## src/lrutc_pkg.sv

```systemverilog
// Shared constants and types for the LRU cache tag controller.
// No dependencies; compile first.
package lrutc_pkg;

  localparam int WAYS           = 4;
  localparam int SET_INDEX_BITS = 4;
  localparam int OFFSET_BITS    = 6;
  localparam int ADDRESS_BITS   = 20;

  localparam int SET_COUNT = 1 << SET_INDEX_BITS;
  localparam int TAG_BITS  = ADDRESS_BITS - SET_INDEX_BITS - OFFSET_BITS;
  localparam int LINE_BITS = ADDRESS_BITS - OFFSET_BITS;
  localparam int WAY_BITS  = $clog2(WAYS);
  localparam int AGE_BITS  = $clog2(WAYS);

  localparam logic [AGE_BITS-1:0] AGE_OLDEST = AGE_BITS'(WAYS - 1);
  localparam logic [WAY_BITS-1:0] WAY_LAST   = WAY_BITS'(WAYS - 1);

  localparam logic REQ_READ  = 1'b0;
  localparam logic REQ_WRITE = 1'b1;

  // One memory row holds the whole set.
  typedef struct packed {
    logic [WAYS-1:0]                valid;
    logic [WAYS-1:0]                dirty;
    logic [WAYS-1:0][TAG_BITS-1:0]  tag;
    logic [WAYS-1:0][AGE_BITS-1:0]  age;
  } set_row_t;

  localparam int ROW_BITS = $bits(set_row_t);

  typedef struct packed {
    logic                hit;
    logic [WAY_BITS-1:0] way;
    logic                writeback;
    logic [TAG_BITS-1:0] wb_tag;
    logic                fill;
  } lookup_res_t;

endpackage

```

## src/lrutc_if.sv

```systemverilog
// Request and response channel interfaces (valid/ready).
// Depends on lrutc_pkg.
interface lrutc_req_if;
  import lrutc_pkg::*;
  logic                    valid;
  logic                    ready;
  logic                    req_type;
  logic [ADDRESS_BITS-1:0] address;

  modport source (output valid, req_type, address, input ready);
  modport sink   (input valid, req_type, address, output ready);
endinterface

interface lrutc_rsp_if;
  import lrutc_pkg::*;
  logic                 valid;
  logic                 ready;
  logic                 hit;
  logic [WAY_BITS-1:0]  way;
  logic                 writeback;
  logic [LINE_BITS-1:0] writeback_line;
  logic                 fill;
  logic [LINE_BITS-1:0] fill_line;

  modport source (output valid, hit, way, writeback, writeback_line, fill, fill_line,
                  input ready);
  modport sink   (input valid, hit, way, writeback, writeback_line, fill, fill_line,
                  output ready);
endinterface

```

## src/lrutc_ram.sv

```systemverilog
// Generic single-write, single-read RAM with registered read data.
// No dependencies.
module lrutc_ram #(
  parameter int WIDTH = 8,
  parameter int DEPTH = 16
) (
  input  logic                     clk_i,
  input  logic                     we_i,
  input  logic [$clog2(DEPTH)-1:0] waddr_i,
  input  logic [WIDTH-1:0]         wdata_i,
  input  logic                     re_i,
  input  logic [$clog2(DEPTH)-1:0] raddr_i,
  output logic [WIDTH-1:0]         rdata_o
);

  logic [WIDTH-1:0] mem_q [DEPTH];

  always_ff @(posedge clk_i) begin
    if (we_i) begin
      mem_q[waddr_i] <= wdata_i;
    end
    if (re_i) begin
      rdata_o <= mem_q[raddr_i];
    end
  end

endmodule

```

## src/lrutc_lru_update.sv

```systemverilog
// Tag compare, victim choice and LRU age update for one set row.
// Depends on lrutc_pkg.
module lrutc_lru_update (
  input  lrutc_pkg::set_row_t              row_i,
  input  logic [lrutc_pkg::TAG_BITS-1:0]   tag_i,
  input  logic                             req_type_i,
  output lrutc_pkg::set_row_t              row_o,
  output lrutc_pkg::lookup_res_t           res_o
);
  import lrutc_pkg::*;

  logic                hit;
  logic [WAY_BITS-1:0] hit_way;
  logic [WAY_BITS-1:0] victim;
  logic [WAY_BITS-1:0] sel;
  logic [AGE_BITS-1:0] old_age;

  function automatic logic [AGE_BITS-1:0] age_up(input logic [AGE_BITS-1:0] a);
    return (a < AGE_OLDEST) ? a + AGE_BITS'(1) : a;
  endfunction

  // Lowest-numbered match wins.
  always_comb begin
    hit     = 1'b0;
    hit_way = '0;
    for (int w = WAYS - 1; w >= 0; w--) begin
      if (row_i.valid[w] && row_i.tag[w] == tag_i) begin
        hit     = 1'b1;
        hit_way = WAY_BITS'(w);
      end
    end
  end

  // Highest-numbered invalid or oldest way.
  always_comb begin
    victim = WAY_LAST;
    for (int w = 0; w < WAYS; w++) begin
      if (!row_i.valid[w] || row_i.age[w] == AGE_OLDEST) begin
        victim = WAY_BITS'(w);
      end
    end
  end

  assign sel     = hit ? hit_way : victim;
  assign old_age = row_i.age[sel];

  always_comb begin
    row_o = row_i;
    if (hit || row_i.valid[sel]) begin
      // Ways younger than the selected one move up by one.
      for (int w = 0; w < WAYS; w++) begin
        if (WAY_BITS'(w) != sel && (hit ? row_i.valid[w] : 1'b1) &&
            row_i.age[w] < old_age) begin
          row_o.age[w] = age_up(row_i.age[w]);
        end
      end
    end else begin
      // Fill into an empty way: every valid way ages.
      for (int w = 0; w < WAYS; w++) begin
        if (row_i.valid[w]) begin
          row_o.age[w] = age_up(row_i.age[w]);
        end
      end
    end
    row_o.age[sel] = '0;
    if (!hit) begin
      row_o.valid[sel] = 1'b1;
      row_o.dirty[sel] = 1'b0;
      row_o.tag[sel]   = tag_i;
    end
    if (req_type_i == REQ_WRITE) begin
      row_o.dirty[sel] = 1'b1;
    end
  end

  always_comb begin
    res_o.hit       = hit;
    res_o.way       = sel;
    res_o.writeback = !hit && row_i.valid[sel] && row_i.dirty[sel];
    res_o.wb_tag    = row_i.tag[sel];
    res_o.fill      = !hit;
  end

endmodule

```

## src/lru_cache_tag_controller.sv

```systemverilog
// 4-way, 16-set write-back cache tag controller with true LRU ages.
// The set is read at request accept; the lookup result and the set update are registered
// in ST_LOOKUP, which waits until the response register is free or draining.
// A new request is taken only in ST_IDLE, once the read-modify-write of the set RAM is done.
// Reset: asynchronous, active low; every set reads as empty through per-set init bits,
// so no clearing pass is needed and requests are taken right after reset.
// Depends on lrutc_pkg, lrutc_if, lrutc_ram, lrutc_lru_update.
module lru_cache_tag_controller (
  input  logic        clk_i,
  input  logic        rst_ni,
  lrutc_req_if.sink   req_i,
  lrutc_rsp_if.source rsp_o
);
  import lrutc_pkg::*;

  typedef enum logic {
    ST_IDLE,
    ST_LOOKUP
  } state_e;

  state_e state_q, state_d;

  // Request captured at accept time
  logic [SET_INDEX_BITS-1:0] set_q;
  logic [TAG_BITS-1:0]       tag_q;
  logic [LINE_BITS-1:0]      line_q;
  logic                      req_type_q;

  // Per-set init bits: a set never written reads as all-invalid, zero ages.
  logic [SET_COUNT-1:0] row_init_q;

  // Response register
  logic                 rsp_valid_q;
  logic                 rsp_hit_q;
  logic [WAY_BITS-1:0]  rsp_way_q;
  logic                 rsp_wb_q;
  logic [LINE_BITS-1:0] rsp_wb_line_q;
  logic                 rsp_fill_q;
  logic [LINE_BITS-1:0] rsp_fill_line_q;

  logic                      req_take;
  logic                      done;
  logic [SET_INDEX_BITS-1:0] req_set;
  logic [ROW_BITS-1:0]       rd_data;
  set_row_t                  row_cur;
  set_row_t                  row_next;
  lookup_res_t               res;

  assign req_set  = req_i.address[OFFSET_BITS +: SET_INDEX_BITS];
  assign req_i.ready = (state_q == ST_IDLE);
  assign req_take = req_i.valid && req_i.ready;

  // Finish the lookup once the response register is free or draining.
  assign done = (state_q == ST_LOOKUP) && (!rsp_valid_q || rsp_o.ready);

  lrutc_ram #(
    .WIDTH(ROW_BITS),
    .DEPTH(SET_COUNT)
  ) u_set_ram (
    .clk_i  (clk_i),
    .we_i   (done),
    .waddr_i(set_q),
    .wdata_i(row_next),
    .re_i   (req_take),
    .raddr_i(req_set),
    .rdata_o(rd_data)
  );

  // Read data stays put while a lookup waits on the response side.
  assign row_cur = row_init_q[set_q] ? set_row_t'(rd_data) : '0;

  lrutc_lru_update u_update (
    .row_i     (row_cur),
    .tag_i     (tag_q),
    .req_type_i(req_type_q),
    .row_o     (row_next),
    .res_o     (res)
  );

  always_comb begin
    state_d = state_q;
    case (state_q)
      ST_IDLE: begin
        if (req_take) begin
          state_d = ST_LOOKUP;
        end
      end
      ST_LOOKUP: begin
        if (done) begin
          state_d = ST_IDLE;
        end
      end
      default: state_d = ST_IDLE;
    endcase
  end

  always_ff @(posedge clk_i or negedge rst_ni) begin
    if (!rst_ni) begin
      state_q     <= ST_IDLE;
      rsp_valid_q <= 1'b0;
      row_init_q  <= '0;
    end else begin
      state_q <= state_d;
      if (req_take) begin
        set_q      <= req_set;
        tag_q      <= req_i.address[OFFSET_BITS + SET_INDEX_BITS +: TAG_BITS];
        line_q     <= req_i.address[OFFSET_BITS +: LINE_BITS];
        req_type_q <= req_i.req_type;
      end
      if (done) begin
        row_init_q[set_q] <= 1'b1;
        rsp_valid_q       <= 1'b1;
        rsp_hit_q         <= res.hit;
        rsp_way_q         <= res.way;
        rsp_wb_q          <= res.writeback;
        rsp_wb_line_q     <= res.writeback ? {res.wb_tag, set_q} : '0;
        rsp_fill_q        <= res.fill;
        rsp_fill_line_q   <= res.fill ? line_q : '0;
      end else if (rsp_o.ready) begin
        rsp_valid_q <= 1'b0;
      end
    end
  end

  assign rsp_o.valid          = rsp_valid_q;
  assign rsp_o.hit            = rsp_hit_q;
  assign rsp_o.way            = rsp_way_q;
  assign rsp_o.writeback      = rsp_wb_q;
  assign rsp_o.writeback_line = rsp_wb_line_q;
  assign rsp_o.fill           = rsp_fill_q;
  assign rsp_o.fill_line      = rsp_fill_line_q;

endmodule
```

## src/flat_wrapper.sv

```systemverilog
// flat-port wrapper written by rule: the top's interface ports become plain ports
module lru_cache_tag_controller_flat import lrutc_pkg::*;
  (clk_i, rst_ni, req_i_valid, req_i_req_type, req_i_address, req_i_ready, rsp_o_valid, rsp_o_hit, rsp_o_way, rsp_o_writeback, rsp_o_writeback_line, rsp_o_fill, rsp_o_fill_line, rsp_o_ready);
  lrutc_req_if req_i_i ();
  lrutc_rsp_if rsp_o_i ();
  input  logic clk_i;
  input  logic rst_ni;
  input wire logic [$bits(req_i_i.valid)-1:0] req_i_valid;
  input wire logic [$bits(req_i_i.req_type)-1:0] req_i_req_type;
  input wire logic [$bits(req_i_i.address)-1:0] req_i_address;
  output wire logic [$bits(req_i_i.ready)-1:0] req_i_ready;
  output wire logic [$bits(rsp_o_i.valid)-1:0] rsp_o_valid;
  output wire logic [$bits(rsp_o_i.hit)-1:0] rsp_o_hit;
  output wire logic [$bits(rsp_o_i.way)-1:0] rsp_o_way;
  output wire logic [$bits(rsp_o_i.writeback)-1:0] rsp_o_writeback;
  output wire logic [$bits(rsp_o_i.writeback_line)-1:0] rsp_o_writeback_line;
  output wire logic [$bits(rsp_o_i.fill)-1:0] rsp_o_fill;
  output wire logic [$bits(rsp_o_i.fill_line)-1:0] rsp_o_fill_line;
  input wire logic [$bits(rsp_o_i.ready)-1:0] rsp_o_ready;
  assign req_i_i.valid = req_i_valid;
  assign req_i_i.req_type = req_i_req_type;
  assign req_i_i.address = req_i_address;
  assign req_i_ready = req_i_i.ready;
  assign rsp_o_valid = rsp_o_i.valid;
  assign rsp_o_hit = rsp_o_i.hit;
  assign rsp_o_way = rsp_o_i.way;
  assign rsp_o_writeback = rsp_o_i.writeback;
  assign rsp_o_writeback_line = rsp_o_i.writeback_line;
  assign rsp_o_fill = rsp_o_i.fill;
  assign rsp_o_fill_line = rsp_o_i.fill_line;
  assign rsp_o_i.ready = rsp_o_ready;
  lru_cache_tag_controller u_core (.clk_i(clk_i), .rst_ni(rst_ni), .req_i(req_i_i), .rsp_o(rsp_o_i));
endmodule
```

## config.mk

```make
export PLATFORM = sky130hd
export DESIGN_NAME = lru_cache_tag_controller_flat
export DESIGN_NICKNAME = d
export VERILOG_FILES = /design/src/lrutc_pkg.sv /design/src/lrutc_if.sv /design/src/lrutc_ram.sv /design/src/lrutc_lru_update.sv /design/src/lru_cache_tag_controller.sv /design/src/flat_wrapper.sv
export SDC_FILE = /design/constraint.sdc
export NUM_CORES = 1
export LEC_CHECK = 0
export ABC_CLOCK_PERIOD_IN_PS = 8400
export BUFFER_PORTS_ARGS = -buffer_cell sky130_fd_sc_hd__buf_2
export CORE_ASPECT_RATIO = 2
export CORE_MARGIN = 8
export CORE_UTILIZATION = 55
export CTS_CLUSTER_SIZE = 40
export DETAILED_ROUTE_END_ITERATION = 7
export GPL_TIMING_DRIVEN = 0
export PLACE_DENSITY = 0.82
export SLEW_MARGIN = 5
export SYNTH_ARGS = -nofsm -noshare
export SYNTH_HDL_FRONTEND = slang
export SYNTH_SLANG_ARGS = --single-unit
export TNS_END_PERCENT = 10
```

## constraint.sdc

```tcl
create_clock -name clk_i -period 8.4 [get_ports clk_i]
set_input_delay 0.42 -clock clk_i [delete_from_list [all_inputs] [get_ports clk_i]]
set_output_delay 0.42 -clock clk_i [all_outputs]
set_load 0.01 [all_outputs]
```

# Yosys cells after proc, flatten, opt, wreduce, memory -nomap -nowiden
# Memory sizes are Yosys's and may differ from the RTL's. A register that Yosys moved wholly into a read port is not among the register bits.
# Index checks and enable logic that the tools add are counted.
# totals
register_bits	80
ramBits	896
input_bits	25
output_inout_bits	35
elab_cells	142
n_memories	1
# classes
add_sub_neg	4
order_cmp	12
n_eq_ne	11
muxes	59
bitwise_logic	8
reduce_logical	34
# mem_list
name	words	word_bits	rd	rd_clocked_by_memory_dff	wr	line	rtl
u_core.u_set_ram.mem_q	16	56	1	1	1	lrutc_ram.sv:16	logic [WIDTH-1:0] mem_q [DEPTH];
# op_table
op	n
$mux W56	1
$mux W48	1
$mux W2	23
$bwmux W40	1
$eq A10 B10 Y1	4
$bmux W10 S2	1
$demux W10 S2	1
$mux W10	2
$mux W1	19
$logic_and A1 B1 Y1	18
$or A16 B16 Y16	1
$add A2 B1 Y2 const B	4
$and A8 B8 Y8	1
$eq A2 B2 Y1 const B	4
$lt A2 B2 Y1	4
$lt A2 B2 Y1 const B	4
$mux W8	1
$not A8 Y8	1
$or A4 B4 Y4	2
$logic_not A1 Y1	6
$logic_or A1 B1 Y1	6
$lt A4 B5 Y1 const B	1
$and A4 B4 Y4	1
$bmux W1 S2	2
other kinds (16)	19

# Longest topological paths before layout
# depth
word_depth	19
depth_mapped	12
mapped_depth_nobuf	10

# By module
# A second synthesis with hierarchy kept.
# unflattened
hier_cells	1917
hier_area_um2	40253.6
# modules_own_cells
module	instances	cells_per_inst	area_per_inst_um2	seq_area_each_um2
lrutc_ram	1	1445	35238.8	28587.4
lru_cache_tag_controller	1	210	2996.6	1891.8
lrutc_lru_update	1	262	2018.2	0.0

# Worst setup path after synthesis
# No wires, ideal clock.
# synth_timing
path_kind	reg2reg
startpoint	register u_core.set_q[0]
endpoint	register u_core.row_init_q[2]
setup_ns	0.088
arrival_time_ns	5.183
required_time_ns	8.312
path_slack_ns	3.128
stages_incl_launch_ff	7
n_path_buf	1
period_less_slack_ns	5.272
cell_sequence	edfxtp_1 > buf_4 > inv_1 > and3_1 > nand2_1 > nor3_1 > or2_2
# synth_between
elab_chain_len	5
word_cells_on_any_way	6
classes_between	order compare (2); mux (2); bitwise (1); reduce/logical (1)
# synth_rtl
item	line	rtl
from (decl)	lru_cache_tag_controller.sv:24	logic [SET_INDEX_BITS-1:0] set_q;
from (signal assigned)	lru_cache_tag_controller.sv:105	set_q <= req_set;
$lt A4 B5 Y1 (not written as such) / $ge A4 B1 Y1 (equally long branches)	lru_cache_tag_controller.sv:111	row_init_q[set_q] <= 1'b1;
$logic_and A1 B1 Y1 (not written as such)	lru_cache_tag_controller.sv:111	
$mux W1 (not written as such)	lru_cache_tag_controller.sv:111	
$demux W1 S4 *	--	
$or A16 B16 Y16 (no source line) *	--	
to (signal assigned)	lru_cache_tag_controller.sv:101	row_init_q <= '0;
to (signal, indexed assignment)	lru_cache_tag_controller.sv:111	
to (decl)	lru_cache_tag_controller.sv:30	logic [SET_COUNT-1:0] row_init_q;
# Mark *: on every way between the ends. The rest lies on a longest branch, timed or not.
# A chain may end at the register's enable or synchronous reset.

==> flow_summary_export.csv <==
group,metric,value,unit
status,status,"finished, violations left",
status,violations,"design-rule violations",
power,total_power,10.9,mW
clock_tree,cts_buffers,78,
clock_tree,cts_tree,"yes",
critical_path,reg2reg_slack,3270,ps
global_routing,first_global_vias,22176,
global_routing,grt_max_degree,34,
sta,hold_ws,272,ps
floorplan,io_pins,60,
flow_run,max-cap-violations,0,
critical_path,max_stage_delay,930,ps
floorplan,num_rows,139,
clock_tree,cts_root_buffer,"clkbuf_16",
placed_design,place_ws,3260,ps
critical_path,endpoint_kind,"flop",
sta,period_share,0.611,
global_routing,grt_first_pass_wirelength,153,mm
placed_design,dpl_cell_area,42600,µm²
sta,final-setup-viol-count,0,
critical_path,critical_path_class,"reg2reg",
hold_path,worstHoldStart,"req_i_valid",
cells_and_area,final_area,45400,µm²
sta,setup_ws,3270,ps
hold_path,whs_path_depth,2,
logic_synthesis,synth_top_area_cell,"edfxtp_1",
critical_path,path_max_fanout,16,
sta,rsz0062_at_grt,"no",
critical_path,critical_path_buf_inv_count,1,
logic_synthesis,synth_top_area_frac,0.753,
logic_synthesis,synthTopCellsByArea,"edfxtp_1 (75%), mux4_2 (16%), nand2_1 (1.1%)",
logic_synthesis,synth_edf_count,1000,
cells_and_area,area_growth,13.7,%
floorplan,core-area,71800,µm²
logic_synthesis,synth_cell_types,68,
logic_synthesis,synth_area,39900,µm²
placed_design,io_buffers,53,
critical_path,crit_chain,"clkbuf_1 -> xnor2_1 -> nand4_1 -> or3_1 -> a31oi_1 -> nor3_2 -> a2111oi_4 -> nor4_1 -> or3b_1 -> o21ai_1",
floorplan,die_w,206,µm
cells_and_area,layout_commonest_cell,"edfxtp_1",
placed_design,dp_hpwl,68.0,mm
global_routing,antenna_found_initial,5,
hold_path,hp-class,"in2reg",
routing,drtAntennaViolNets,0,
cells_and_area,fin_nets,2101,
routing,via_per_inst,6.98,
sta,drv_slew,0,
clock_tree,cts_setup_buffers,0,
critical_path,worst_ep_arrival_time,5420,ps
floorplan,start_util,0.555,
logic_synthesis,synth_flop_cell,"edfxtp_1",
global_routing,gr-total-overflow,0,
clock_tree,cts_htree_levels,3,
logic_synthesis,ys_seq_area_frac,0.764,
critical_path,reg2reg_depth,10,
power,ir_drop,0.000172,V
critical_path,crit_path_start_kind,"flop",
sta,clock_skew,39.1,ps
sta,fmax,195,MHz
power,p_per_area,241,nW/µm²
clock_tree,clock_sinks,1018,
clock_tree,cts_buffer_depth,3,
logic_synthesis,yosys_warnings,0,
clock_tree,path_clk_slew,70,ps
logic_synthesis,synthArstFlopShare,0.0177,
logic_synthesis,synthCells,1843,
power,p_leak,14.3,nW
routing,routed_wl,108,mm
cells_and_area,final_cell_mix,"edfxtp_1 (1000), mux4_2 (283), nand2_1 (122)",
critical_path,cp_slowest_cell,"clkbuf_1",
sta,fin_crit,5130,ps
sta,maxSlewHeadroom,0.131,
cells_and_area,drive_gt1_frac,0.286,
logic_synthesis,syn_area_per_cell,21.6,µm²
placed_design,gp_congestion,0.957,
floorplan,fp.dieArea,81900,µm²
routing,first_pass_iters,8,
critical_path,rr_startpoint,"u_core.line_q[12]",
hold_path,hold-path-endpoint,"u_core.u_set_ram.rdata_o[1]",
routing,wl_per_cell,35.2,µm
sta,setup_tns,0,ps
routing,drt_iter0_markers,3199,
sta,finalHoldViolCount,0,
global_routing,grt.total_usage,0.267,
floorplan,die_y,397,µm
clock_tree,clk_latency,670,ps
logic_synthesis,ys_ff_latch,1018,
logic_synthesis,synth_fp_nets,1868,
routing,dr_total_vias,21335,
critical_path,r2r_end,"u_core.u_set_ram.mem_q[0][0]",
critical_path,critPathTopFamily,"compound AO/OA/AOI/OAI gates",
routing,drc_errors,31,
sta,worst_pin_slew,1300,ps
critical_path,cp.required,8690,ps
power breakdown:
part	internal, mW	total (mW)	switching, mW
clock	1.97	3.73	1.76
sequential	5.96	6.06	0.0931
combinational	0.368	1.13	0.761
total	8.31	10.9	2.61
what timing repair did:
item                                   in CTS  in global routing
endpoints found under the hold margin      33                  0
gates resized for setup                     0                  0
hold buffers                               16                  0
metrics by stage:
step / utilization / instances
after global routing: 0.631 / 3053
after floorplan: - / 1843
after global placement: 0.575 / 2812
final: 0.631 / 3057
after CTS: 0.630 / 3041
after detailed placement: 0.593 / 2884
logic make-up after synthesis:
kind of cell,share of synthesized area
AO/OA/AOI/OAI,0.0208
XOR/XNOR,0.00879
buffers and inverters,0.0114
flip-flops,0.764
multiplexers,0.163
AND/OR/NAND/NOR,0.0314
worst max path at each step:
stage                 startpoint  slack (ps)  cells past startpoint                             to
2_1_floorplan    u_core.set_q[0]        3130                      6           u_core.row_init_q[2]
5_1_grt        u_core.line_q[12]        3100                     10   u_core.u_set_ram.mem_q[0][0]
3_3_place_gp         rsp_o_ready       -2190                      6           u_core.row_init_q[2]
4_1_cts        u_core.line_q[12]        3150                     10  u_core.u_set_ram.mem_q[12][4]
3_5_place_dp    u_core.line_q[3]        3260                      8  u_core.u_set_ram.mem_q[5][26]
6_report       u_core.line_q[12]        3270                     10   u_core.u_set_ram.mem_q[0][0]
routing by layer:
metal  GRT usage  share of wire
met5           0              0
met4       0.171          0.076
met3      0.0683           0.11
met2       0.450           0.51
met1       0.298           0.30
area by class of cell:
class / instances / area (µm²)
clock buffers: 92 / 2120
plain buffers: 101 / 405
repair buffers: 153 / 1670
well taps: 916 / 1150
fillers: 4437 / 26500
clock inverters: 49 / 404
inverters: 13 / 48.8
multi-input cells: 711 / 9070
diodes: 4 / 10.0
flip-flops and latches: 1018 / 30500
sequential cells by signal (all words and copies together), names as in the netlist, 2 cells and up:
name	cells
u_core.rsp_o.way	2
u_core.u_set_ram.mem_q	896
u_core.row_init_q	16
u_core.line_q	11
u_core.u_set_ram.rdata_o	56
u_core.set_q	3
u_core.rsp_o.fill_line	14
u_core.rsp_o.writeback_line	14
cell usage after synthesis, types with 5 or more instances:
cell / instances
edfxtp_1: 1000
mux4_2: 283
nand2_1: 122
clkbuf_1: 73
o21ai_0: 52
nor2_1: 45
xnor2_1: 40
buf_1: 19
dfrtp_1: 18
or2_2: 17
and2_1: 15
nand4_1: 14
nor3_1: 13
a222oi_1: 11
inv_1: 11
nand3_1: 11
a21oi_1: 8
buf_2: 6
mux2_2: 6
and3_1: 5
nor2b_1: 5
Power figures use the tool's default switching activity.
